==> src/design/pse_pkg.sv <==
// ----------------------------------------------------------------------------
// pse_pkg
// types, register map and defaults shared by the stroke expander modules
// ----------------------------------------------------------------------------
`default_nettype none

package pse_pkg;

    // default geometry
    localparam int COORD_BITS_DEF = 24;
    localparam int INDEX_BITS_DEF = 16;

    // config register map (word index)
    localparam int          ADDR_BITS = 4;
    localparam logic [1:0]  REG_WIDTH = 2'd0;
    localparam logic [1:0]  REG_CLOSE = 2'd1;
    localparam logic [1:0]  REG_COLOR = 2'd2;

    // config reset values
    localparam logic [15:0] WIDTH_RST = 16'd256;
    localparam logic [31:0] COLOR_RST = 32'hFFFF_FFFF;

    // signed width of a corner offset (magnitude up to 2^15)
    localparam int OW = 18;

    // sequencer states
    typedef enum logic [3:0] {
        ST_IDLE  = 4'd0,
        ST_SETUP = 4'd1,
        ST_NORM  = 4'd2,
        ST_ROOT  = 4'd3,
        ST_XGO   = 4'd4,
        ST_DIVX  = 4'd5,
        ST_YGO   = 4'd6,
        ST_DIVY  = 4'd7,
        ST_EMIT  = 4'd8
    } t_state;

    // shared unit states and operations
    typedef enum logic [1:0] {
        U_IDLE,
        U_PROD,
        U_SUM,
        U_ITER
    } t_ustate;

    typedef enum logic {
        OP_SQRT,
        OP_DIV
    } t_op;

    // command into the shared unit
    typedef struct packed {
        logic        start;
        t_op         op;
        logic [30:0] a;
        logic [30:0] b;
        logic [15:0] w;
        logic [31:0] l;
    } t_ucmd;

    // answer from the shared unit
    typedef struct packed {
        logic        done;
        logic [31:0] res;
    } t_ures;

endpackage

`default_nettype wire

==> src/design/pse_unit.sv <==
// ----------------------------------------------------------------------------
// pse_unit
// shared multiplier and compare/subtract datapath: integer square root of
// a^2 + b^2 and the rounded quotient (a*w + l) / (2*l), one bit per cycle
// ----------------------------------------------------------------------------
`default_nettype none

module pse_unit (
    input  wire              i_clk,
    input  wire              i_rst_n,
    input  pse_pkg::t_ucmd   i_cmd,
    output pse_pkg::t_ures   o_res
);
    import pse_pkg::*;

    t_ustate     r_st, n_st;
    t_op         r_op;
    logic [30:0] r_b;
    logic [31:0] r_l;
    logic [63:0] r_p;
    logic [63:0] r_acc;
    logic [63:0] r_root;
    logic [63:0] r_bit;
    logic [63:0] r_dsh;
    logic [15:0] r_q;
    logic [5:0]  r_cnt;
    logic        r_done;

    logic [31:0] m_a, m_b;
    logic [63:0] prod;
    logic [63:0] rhs;
    logic [64:0] diff;
    logic        ge;

    // shared multiplier operand select
    always_comb begin
        if (r_st == U_IDLE) begin
            m_a = {1'b0, i_cmd.a};
            m_b = (i_cmd.op == OP_SQRT) ? {1'b0, i_cmd.a} : {16'd0, i_cmd.w};
        end else begin
            m_a = {1'b0, r_b};
            m_b = {1'b0, r_b};
        end
    end
    assign prod = m_a * m_b;

    // shared compare and subtract
    assign rhs  = (r_op == OP_SQRT) ? (r_root + r_bit) : r_dsh;
    assign diff = {1'b0, r_acc} - {1'b0, rhs};
    assign ge   = ~diff[64];

    // state register
    always_ff @(posedge i_clk) begin
        if (!i_rst_n) begin
            r_st   <= U_IDLE;
            r_done <= 1'b0;
        end else begin
            r_st   <= n_st;
            r_done <= (r_st == U_ITER) && (r_cnt == 6'd1);
        end
    end

    // next state
    always_comb begin
        n_st = r_st;
        case (r_st)
            U_IDLE: begin
                if (i_cmd.start) n_st = U_PROD;
            end
            U_PROD: begin
                n_st = (r_op == OP_SQRT) ? U_SUM : U_ITER;
            end
            U_SUM: begin
                n_st = U_ITER;
            end
            U_ITER: begin
                if (r_cnt == 6'd1) n_st = U_IDLE;
            end
            default: n_st = U_IDLE;
        endcase
    end

    // datapath
    always_ff @(posedge i_clk) begin
        r_p <= prod;
        case (r_st)
            U_IDLE: begin
                if (i_cmd.start) begin
                    r_op <= i_cmd.op;
                    r_b  <= i_cmd.b;
                    r_l  <= i_cmd.l;
                end
            end
            U_PROD: begin
                if (r_op == OP_SQRT) begin
                    r_acc <= r_p;
                end else begin
                    r_acc <= r_p + {32'd0, r_l};
                    r_dsh <= {16'd0, r_l, 16'd0};
                    r_q   <= '0;
                    r_cnt <= 6'd16;
                end
            end
            U_SUM: begin
                r_acc  <= r_acc + r_p;
                r_root <= '0;
                r_bit  <= 64'h4000_0000_0000_0000;
                r_cnt  <= 6'd32;
            end
            U_ITER: begin
                if (ge) r_acc <= diff[63:0];
                if (r_op == OP_SQRT) begin
                    r_root <= ge ? ((r_root >> 1) + r_bit) : (r_root >> 1);
                    r_bit  <= r_bit >> 2;
                end else begin
                    r_q   <= {r_q[14:0], ge};
                    r_dsh <= r_dsh >> 1;
                end
                r_cnt <= r_cnt - 6'd1;
            end
            default: ;
        endcase
    end

    assign o_res.done = r_done;
    assign o_res.res  = (r_op == OP_SQRT) ? r_root[31:0] : {16'd0, r_q};

endmodule

`default_nettype wire

==> src/design/polyline_stroke_expander.sv <==
// ----------------------------------------------------------------------------
// polyline_stroke_expander
// turns a stream of polyline points into four-vertex quads per segment
//
//  channel  | dir | beat contents
//  s_axis   | in  | tdata: point_x, point_y; tlast: end_of_path
//  m_axis   | out | tdata: vert_x, vert_y, vert_color, vert_number;
//           |     | tuser: quad_corner; tlast: run_last
//  apb      | in  | stroke_width @0x0, close_loop @0x4, stroke_color @0x8
//
// the first point of a path is only stored; an axis-aligned segment goes from
// setup straight to its 4 vertex beats; an inclined segment first normalizes,
// then takes the root and two quotients, all on the one shared multiply/subtract
// unit, then its 4 vertex beats; a closing segment repeats that segment work;
// input ready only while idle; synchronous active-low reset; output register
// holds a beat under stall
`default_nettype none

module polyline_stroke_expander #(
    parameter int COORD_BITS = pse_pkg::COORD_BITS_DEF,
    parameter int INDEX_BITS = pse_pkg::INDEX_BITS_DEF
) (
    input  wire                                    i_clk,
    input  wire                                    i_rst_n,
    // point stream
    input  wire                                    i_s_axis_tvalid,
    output logic                                   o_s_axis_tready,
    // point_x, point_y
    input  wire  [((2*COORD_BITS+7)/8)*8-1:0]      i_s_axis_tdata,
    input  wire                                    i_s_axis_tlast,
    // vertex stream
    output logic                                   o_m_axis_tvalid,
    input  wire                                    i_m_axis_tready,
    // vert_x, vert_y, vert_color, vert_number
    output logic [((2*COORD_BITS+48+7)/8)*8-1:0]   o_m_axis_tdata,
    // quad_corner
    output logic [1:0]                             o_m_axis_tuser,
    output logic                                   o_m_axis_tlast,
    // config
    input  wire                                    psel,
    input  wire                                    penable,
    input  wire                                    pwrite,
    input  wire  [pse_pkg::ADDR_BITS-1:0]          paddr,
    input  wire  [31:0]                            pwdata,
    output logic [31:0]                            prdata,
    output logic                                   pready
);
    import pse_pkg::*;

    localparam int C      = COORD_BITS;
    localparam int DW     = C + 1;
    localparam int AW     = (DW > 31) ? DW : 31;
    localparam int SW     = ((C > OW) ? C : OW) + 2;
    localparam int OUT_TW = ((2*C+48+7)/8)*8;

    t_state r_state, n_state;

    // config
    logic [15:0] r_wid;
    logic        r_close;
    logic [31:0] r_color;

    // path state
    logic [C-1:0] r_sx, r_sy, r_px, r_py;
    logic         r_have;
    logic [INDEX_BITS-1:0] r_vcnt;

    // segment work
    logic [C-1:0] r_ex0, r_ey0, r_ex1, r_ey1;
    logic [C-1:0] r_p0x, r_p0y, r_p1x, r_p1y;
    logic         r_last_in, r_first;
    logic         r_negx, r_negy;
    logic [AW-1:0] r_ax, r_ay;
    logic [31:0]  r_len;
    logic [15:0]  r_xm;
    logic signed [OW-1:0] r_o0x, r_o0y, r_o1x, r_o1y;
    logic [1:0]   r_corner;

    // output register
    logic              r_ovalid;
    logic [C-1:0]      r_vx, r_vy;
    logic [31:0]       r_vcol;
    logic [15:0]       r_vnum;
    logic [1:0]        r_vcor;
    logic              r_vlast;

    t_ucmd ucmd;
    t_ures ures;

    logic s_acc, cfg_wr, out_load, big, close_now;
    logic signed [DW-1:0] dx, dy;
    logic [DW-1:0] dxa, dya;
    logic swap;
    logic [16:0] wid1;
    logic signed [OW-1:0] hs, hfx, hfy;
    logic signed [OW-1:0] xf, yf;
    logic [C-1:0] bx, by;
    logic signed [OW-1:0] offx, offy;
    logic signed [SW-1:0] sumx, sumy, sat_hi, sat_lo;
    logic [C-1:0] vx, vy;
    logic [INDEX_BITS-1:0] vnum;
    logic [31:0] vnum32;

    assign s_acc    = i_s_axis_tvalid && o_s_axis_tready;
    assign cfg_wr   = psel && penable && pwrite && pready;
    assign out_load = (r_state == ST_EMIT) && (!r_ovalid || i_m_axis_tready);
    assign close_now = r_first && r_last_in && r_close;

    assign o_s_axis_tready = (r_state == ST_IDLE);
    assign pready          = 1'b1;

    // config registers
    always_ff @(posedge i_clk) begin
        if (!i_rst_n) begin
            r_wid   <= WIDTH_RST;
            r_close <= 1'b0;
            r_color <= COLOR_RST;
        end else if (cfg_wr) begin
            case (paddr[3:2])
                REG_WIDTH: r_wid   <= pwdata[15:0];
                REG_CLOSE: r_close <= pwdata[0];
                REG_COLOR: r_color <= pwdata;
                default: ;
            endcase
        end
    end

    // config readback
    always_comb begin
        case (paddr[3:2])
            REG_WIDTH: prdata = {16'd0, r_wid};
            REG_CLOSE: prdata = {31'd0, r_close};
            REG_COLOR: prdata = r_color;
            default:   prdata = '0;
        endcase
    end

    // segment deltas, swap and axis offsets
    assign dx   = $signed({r_ex1[C-1], r_ex1}) - $signed({r_ex0[C-1], r_ex0});
    assign dy   = $signed({r_ey1[C-1], r_ey1}) - $signed({r_ey0[C-1], r_ey0});
    assign dxa  = dx[DW-1] ? DW'(-dx) : DW'(dx);
    assign dya  = dy[DW-1] ? DW'(-dy) : DW'(dy);
    assign swap = dx[DW-1] || dy[DW-1] || ((dx != '0) && (dy != '0));
    assign wid1 = {1'b0, r_wid} + 17'd1;
    assign hs   = $signed({{(OW-16){1'b0}}, wid1[16:1]});
    assign hfx  = (!dx[DW-1] && (dx != '0)) ? hs : -hs;
    assign hfy  = (!dy[DW-1] && (dy != '0)) ? hs : -hs;
    assign big  = ((r_ax >> 31) != '0) || ((r_ay >> 31) != '0);

    // signed normal offsets from the quotients
    assign xf = r_negx ? -$signed({2'b00, r_xm}) : $signed({2'b00, r_xm});
    assign yf = r_negy ? -$signed({2'b00, ures.res[15:0]}) : $signed({2'b00, ures.res[15:0]});

    // shared unit commands
    always_comb begin
        ucmd.start = ((r_state == ST_NORM) && !big) || (r_state == ST_XGO) ||
                     (r_state == ST_YGO);
        ucmd.op    = (r_state == ST_NORM) ? OP_SQRT : OP_DIV;
        ucmd.a     = (r_state == ST_YGO) ? r_ay[30:0] : r_ax[30:0];
        ucmd.b     = r_ay[30:0];
        ucmd.w     = r_wid;
        ucmd.l     = r_len;
    end

    pse_unit u_unit (
        .i_clk   (i_clk),
        .i_rst_n (i_rst_n),
        .i_cmd   (ucmd),
        .o_res   (ures)
    );

    // state register
    always_ff @(posedge i_clk) begin
        if (!i_rst_n) r_state <= ST_IDLE;
        else          r_state <= n_state;
    end

    // next state
    always_comb begin
        n_state = r_state;
        case (r_state)
            ST_IDLE:  if (s_acc && r_have) n_state = ST_SETUP;
            ST_SETUP: n_state = ((dy == '0) || (dx == '0)) ? ST_EMIT : ST_NORM;
            ST_NORM:  if (!big) n_state = ST_ROOT;
            ST_ROOT:  if (ures.done) n_state = ST_XGO;
            ST_XGO:   n_state = ST_DIVX;
            ST_DIVX:  if (ures.done) n_state = ST_YGO;
            ST_YGO:   n_state = ST_DIVY;
            ST_DIVY:  if (ures.done) n_state = ST_EMIT;
            ST_EMIT: begin
                if (out_load && (r_corner == 2'd3))
                    n_state = close_now ? ST_SETUP : ST_IDLE;
            end
            default:  n_state = ST_IDLE;
        endcase
    end

    // path and segment registers
    always_ff @(posedge i_clk) begin
        if (!i_rst_n) begin
            r_sx   <= '0;
            r_sy   <= '0;
            r_px   <= '0;
            r_py   <= '0;
            r_have <= 1'b0;
            r_vcnt <= '0;
        end else begin
            case (r_state)
                ST_IDLE: begin
                    if (s_acc) begin
                        if (!r_have) begin
                            r_sx   <= i_s_axis_tdata[C-1:0];
                            r_sy   <= i_s_axis_tdata[2*C-1:C];
                            r_px   <= i_s_axis_tdata[C-1:0];
                            r_py   <= i_s_axis_tdata[2*C-1:C];
                            r_have <= !i_s_axis_tlast;
                        end else begin
                            r_ex0     <= r_px;
                            r_ey0     <= r_py;
                            r_ex1     <= i_s_axis_tdata[C-1:0];
                            r_ey1     <= i_s_axis_tdata[2*C-1:C];
                            r_last_in <= i_s_axis_tlast;
                            r_first   <= 1'b1;
                        end
                    end
                end
                ST_SETUP: begin
                    r_p0x    <= swap ? r_ex1 : r_ex0;
                    r_p0y    <= swap ? r_ey1 : r_ey0;
                    r_p1x    <= swap ? r_ex0 : r_ex1;
                    r_p1y    <= swap ? r_ey0 : r_ey1;
                    r_negx   <= dx[DW-1];
                    r_negy   <= dy[DW-1];
                    r_ax     <= AW'(dxa);
                    r_ay     <= AW'(dya);
                    r_corner <= 2'd0;
                    if (dy == '0) begin
                        r_o0x <= -hfx;
                        r_o0y <= -hs;
                        r_o1x <= hfx;
                        r_o1y <= -hs;
                    end else if (dx == '0) begin
                        r_o0x <= hs;
                        r_o0y <= -hfy;
                        r_o1x <= hs;
                        r_o1y <= hfy;
                    end
                end
                ST_NORM: begin
                    if (big) begin
                        r_ax <= r_ax >> 1;
                        r_ay <= r_ay >> 1;
                    end
                end
                ST_ROOT: begin
                    if (ures.done) r_len <= (ures.res == '0) ? 32'd1 : ures.res;
                end
                ST_DIVX: begin
                    if (ures.done) r_xm <= ures.res[15:0];
                end
                ST_DIVY: begin
                    if (ures.done) begin
                        r_o0x <= -yf;
                        r_o0y <= xf;
                        r_o1x <= -yf;
                        r_o1y <= xf;
                    end
                end
                ST_EMIT: begin
                    if (out_load) begin
                        r_corner <= r_corner + 2'd1;
                        if (r_corner == 2'd3) begin
                            r_vcnt <= r_vcnt + INDEX_BITS'(4);
                            if (r_first) begin
                                r_px <= r_ex1;
                                r_py <= r_ey1;
                                if (r_last_in) r_have <= 1'b0;
                            end
                            // closing segment runs from this point back to start
                            r_ex0   <= r_ex1;
                            r_ey0   <= r_ey1;
                            r_ex1   <= r_sx;
                            r_ey1   <= r_sy;
                            r_first <= 1'b0;
                        end
                    end
                end
                default: ;
            endcase
        end
    end

    // corner vertex: pick endpoint and offset, add and saturate
    always_comb begin
        bx = ((r_corner == 2'd0) || (r_corner == 2'd3)) ? r_p0x : r_p1x;
        by = ((r_corner == 2'd0) || (r_corner == 2'd3)) ? r_p0y : r_p1y;
        case (r_corner)
            2'd0:    begin offx = r_o0x;  offy = r_o0y;  end
            2'd1:    begin offx = r_o1x;  offy = r_o1y;  end
            2'd2:    begin offx = -r_o0x; offy = -r_o0y; end
            default: begin offx = -r_o1x; offy = -r_o1y; end
        endcase
        sumx   = $signed({{(SW-C){bx[C-1]}}, bx}) + $signed({{(SW-OW){offx[OW-1]}}, offx});
        sumy   = $signed({{(SW-C){by[C-1]}}, by}) + $signed({{(SW-OW){offy[OW-1]}}, offy});
        sat_hi = $signed({{(SW-C){1'b0}}, 1'b0, {(C-1){1'b1}}});
        sat_lo = ~sat_hi;
        if (sumx > sat_hi)      vx = sat_hi[C-1:0];
        else if (sumx < sat_lo) vx = sat_lo[C-1:0];
        else                    vx = sumx[C-1:0];
        if (sumy > sat_hi)      vy = sat_hi[C-1:0];
        else if (sumy < sat_lo) vy = sat_lo[C-1:0];
        else                    vy = sumy[C-1:0];
        vnum   = r_vcnt + INDEX_BITS'(r_corner);
        vnum32 = 32'(vnum);
    end

    // output register
    always_ff @(posedge i_clk) begin
        if (!i_rst_n)             r_ovalid <= 1'b0;
        else if (out_load)        r_ovalid <= 1'b1;
        else if (i_m_axis_tready) r_ovalid <= 1'b0;
    end

    always_ff @(posedge i_clk) begin
        if (out_load) begin
            r_vx    <= vx;
            r_vy    <= vy;
            r_vcol  <= r_color;
            r_vnum  <= vnum32[15:0];
            r_vcor  <= r_corner;
            r_vlast <= (r_corner == 2'd3) && !close_now;
        end
    end

    assign o_m_axis_tvalid = r_ovalid;
    assign o_m_axis_tdata  = OUT_TW'({r_vnum, r_vcol, r_vy, r_vx});
    assign o_m_axis_tuser  = r_vcor;
    assign o_m_axis_tlast  = r_vlast;

endmodule

`default_nettype wire

==> config.mk <==
export PLATFORM = sky130hd
export DESIGN_NAME = polyline_stroke_expander
export DESIGN_NICKNAME = d
export VERILOG_FILES = /design/src/design/pse_pkg.sv /design/src/design/pse_unit.sv /design/src/design/polyline_stroke_expander.sv
export SDC_FILE = /design/constraint.sdc
export NUM_CORES = 2
export LEC_CHECK = 0
export ABC_AREA = 1
export BUFFER_PORTS_ARGS = -buffer_cell sky130_fd_sc_hd__buf_2
export CORE_MARGIN = 5
export CORE_UTILIZATION = 52
export CTS_CLUSTER_SIZE = 28
export DETAILED_ROUTE_END_ITERATION = 10
export PLACE_DENSITY = 0.68
export SETUP_SLACK_MARGIN = 0.02
export SLEW_MARGIN = 25
export SYNTH_ARGS = -nofsm -noshare
export SYNTH_HDL_FRONTEND = slang
export SYNTH_SLANG_ARGS = --single-unit
export TNS_END_PERCENT = 20
==> constraint.sdc <==
create_clock -name i_clk -period 26.7 [get_ports i_clk]
set_clock_uncertainty 0.2 [all_clocks]
set_input_delay 4.005 -clock i_clk [delete_from_list [all_inputs] [get_ports i_clk]]
set_output_delay 4.005 -clock i_clk [all_outputs]
set_load 0.05 [all_outputs]
==> impl_metrics.toml <==
[critical_path]
r2r-start = "r_state[3]"
required_ns = 27.18
start_kind = "flip-flop"
startpoint = "r_state[3]"
cp.arrival_ns = 11.56
worst_path_max_delay_cell = "nor2_1"
crit_type = "reg -> reg"
max_stage_delay_ns = 0.88
cp-end-kind = "flip-flop"
crit_fanout = 26

[cts]
hold_buffers = 0
htreeDepth = 3
cts_resized = 0
insertion_delay_ns = 0.81
root_buffer = "clkbuf_16"
cts_buffer_depth = 3
cts_inserted_buffers = 109
cts_tree = "done"
post-cts-setup-buffer-count = 0
clk_pin_slew_ns = 0.07
clock_sinks = 972

[floorplan]
core_um2 = 166700
die_y_um = 418.9
start_util = 0.5217
dieArea_um2 = 175500
rows = 150
io_pins = 226
die_width_um = 418.9

[timing]
setup_tns_ns = 0
hold_slack_ns = 0.2180
finalCriticalPeriod_ns = 11.07
rsz0062_at_grt = "false"
slew_headroom = 0.1949
final.period_utilization = 0.4148
fmax_mhz = 90.30
maxSlewViolCount = 0
setup_viol = 0
worst_pin_slew_ns = 1.195
hold_viol_final = 0

[yosys]
synth_nets = 12690
syn-cell-area_um2 = 86950
seq_area_frac_synth = 0.3102
ys_ff_latch = 972
yosysWarnings = 0
synthTopCellsByArea = "edfxtp_1 26%, fa_1 12%, nand2_1 12%, inv_1 8.2%, ha_1 7.6%"
syn_inst = 11530
synth_area_leader_cell = "edfxtp_1"
yosysUniqueCellTypes = 84
synth_top_area_frac = 0.2594
async_flop_share = 0
synthFlopType = "edfxtp_1"
synth_edf_count = 751
syn_avg_cell_area_um2 = 7.542

[routing]
ant_nets = 0
drcViolationCount = 0
wl_per_cell_um = 20.87
firstDrtPassIters = 6
wl_um = 291100
vias = 79200
vias_per_cell = 5.679
drtIter0Drc = 8228

[final_layout]
mostFrequentLayoutCell = "nand2_1"
final_cell_mix = "2782 x nand2_1, 1891 x inv_1, 1252 x nor2_1"
syn_to_final_growth_pct = 8.454
n_fill_cell = 15600
fin_nets = 12770
drive_gt1_frac = 0.06395
layout.cells.non_filler = 13950

[placed_design]
dp.cells = 13710
place_congestion = 0.9817
io_buffers = 222
dp_hpwl_um = 228100

[run_status]
status = "finished, final reports clean"

[worst_hold_path]
hp-start = "r_len[16]"
holdCritPathClass = "reg -> reg"

[global_routing]
overflow = 0
antenna_found_initial = 9
grt_max_degree = 101
grt_pass1_vias = 74860
grt_util_all_layers = 0.3251
grt_pass1_wl_um = 440800

[job]
maxCapViolCount = 0
[per-stage QoR]
step                  util  instance area, um2  setup WS (ns)
floorplan                -               86950          12.03
global placement    0.5417               90280          15.96
detailed placement  0.5418               90290          15.87
finish              0.5658               94300          15.63
global route        0.5657               94290          15.16
CTS                 0.5651               94180          15.84
[final cells by class]
type / instances / area [um2] / area share
multi-input combinational: 8281 / 51500 / 0.5461
sequential: 972 / 26980 / 0.2861
inverter: 1937 / 7274 / 0.07714
clock buffer: 140 / 2988 / 0.03168
tap: 2204 / 2758 / 0.02924
timing repair buffer: 315 / 1832 / 0.01942
clock inverter: 67 / 903.4 / 0.009579
antenna: 30 / 75.07 / 0.0007961
[metal layers]
layer,global-route usage,wire [um],up-vias,part of all wire
met5,0,0,-,0
met4,0.1727,18340,0,0.063
met3,0.05617,24710,650,0.085
met2,0.5144,130300,3470,0.45
met1,0.4282,117700,37550,0.40
li1,-,-,37530,-
[critical path, delay by kind of cell (launching register included)]
family	cells	cell delay (ns)
AO/OA/AOI/OAI	7	1.69
adder cells (fa/ha/maj)	8	3.93
flip-flops	1	0.36
buffers and inverters	10	2.00
AND/OR/NAND/NOR	10	2.58
XOR/XNOR	1	0.16
[cell usage after synthesis, types with 10 or more instances]
master    instances
a211oi_1         15
a21boi_0         17
a21o_1           24
a21oi_1         716
a221oi_1         11
a31oi_1         179
a32o_1           11
buf_1            34
buf_2            25
buf_4            10
clkbuf_1        263
clkinv_1         11
dfxtp_1         221
edfxtp_1        751
fa_1            535
ha_1            530
inv_1          1893
inv_2            33
nand2_1        2784
nand2_2          31
nand3_1         445
nand3_2          11
nand3b_1         20
nand4_1          76
nor2_1         1259
nor2_2           26
nor3_1          103
nor4_1           48
o211ai_1         81
o21a_1           33
o21ai_0         749
o21ai_1          42
o21ai_2          10
o21bai_1         32
o221ai_1         35
o31ai_1          10
or2_2            79
xnor2_1          89
xor2_1          169
[cell families (layout without fill, tap and decap cells)]
kind of cell / after synthesis / in the layout / synth area share
multiplexers: 11 / 11 / 0.001295
other: 1 / 31 / 0.00004313
AND/OR/NAND/NOR: 4928 / 4928 / 0.2330
AO/OA/AOI/OAI: 2015 / 2015 / 0.1297
XOR/XNOR: 261 / 261 / 0.02668
flip-flops: 972 / 972 / 0.3102
adder cells (fa/ha/maj): 1065 / 1065 / 0.1994
buffers and inverters: 2276 / 2459 / 0.09966
[worst paths after layout]
path | slack, ns | to | depth (start not counted)
setup / recovery | 15.63 | u_unit.r_p[44] | 36
hold / removal | 0.22 | u_unit.r_l[16] | 0
setup reg to reg | 15.63 | u_unit.r_p[44] | 36
hold reg to reg | 0.22 | u_unit.r_l[16] | 0
[state kept, by name (all words and copies together) (netlist names), 25 cells and up]
name / flops
r_ax: 25
r_ay: 25
r_color: 32
r_len: 32
r_vcol: 32
u_unit.r_acc: 64
u_unit.r_b: 25
u_unit.r_bit: 32
u_unit.r_dsh: 48
u_unit.r_l: 32
u_unit.r_p: 53
u_unit.r_root: 64
Power is left out: the tool's default activity adds up to more than one toggle a clock period on the data nets, which glitch-free logic cannot reach.
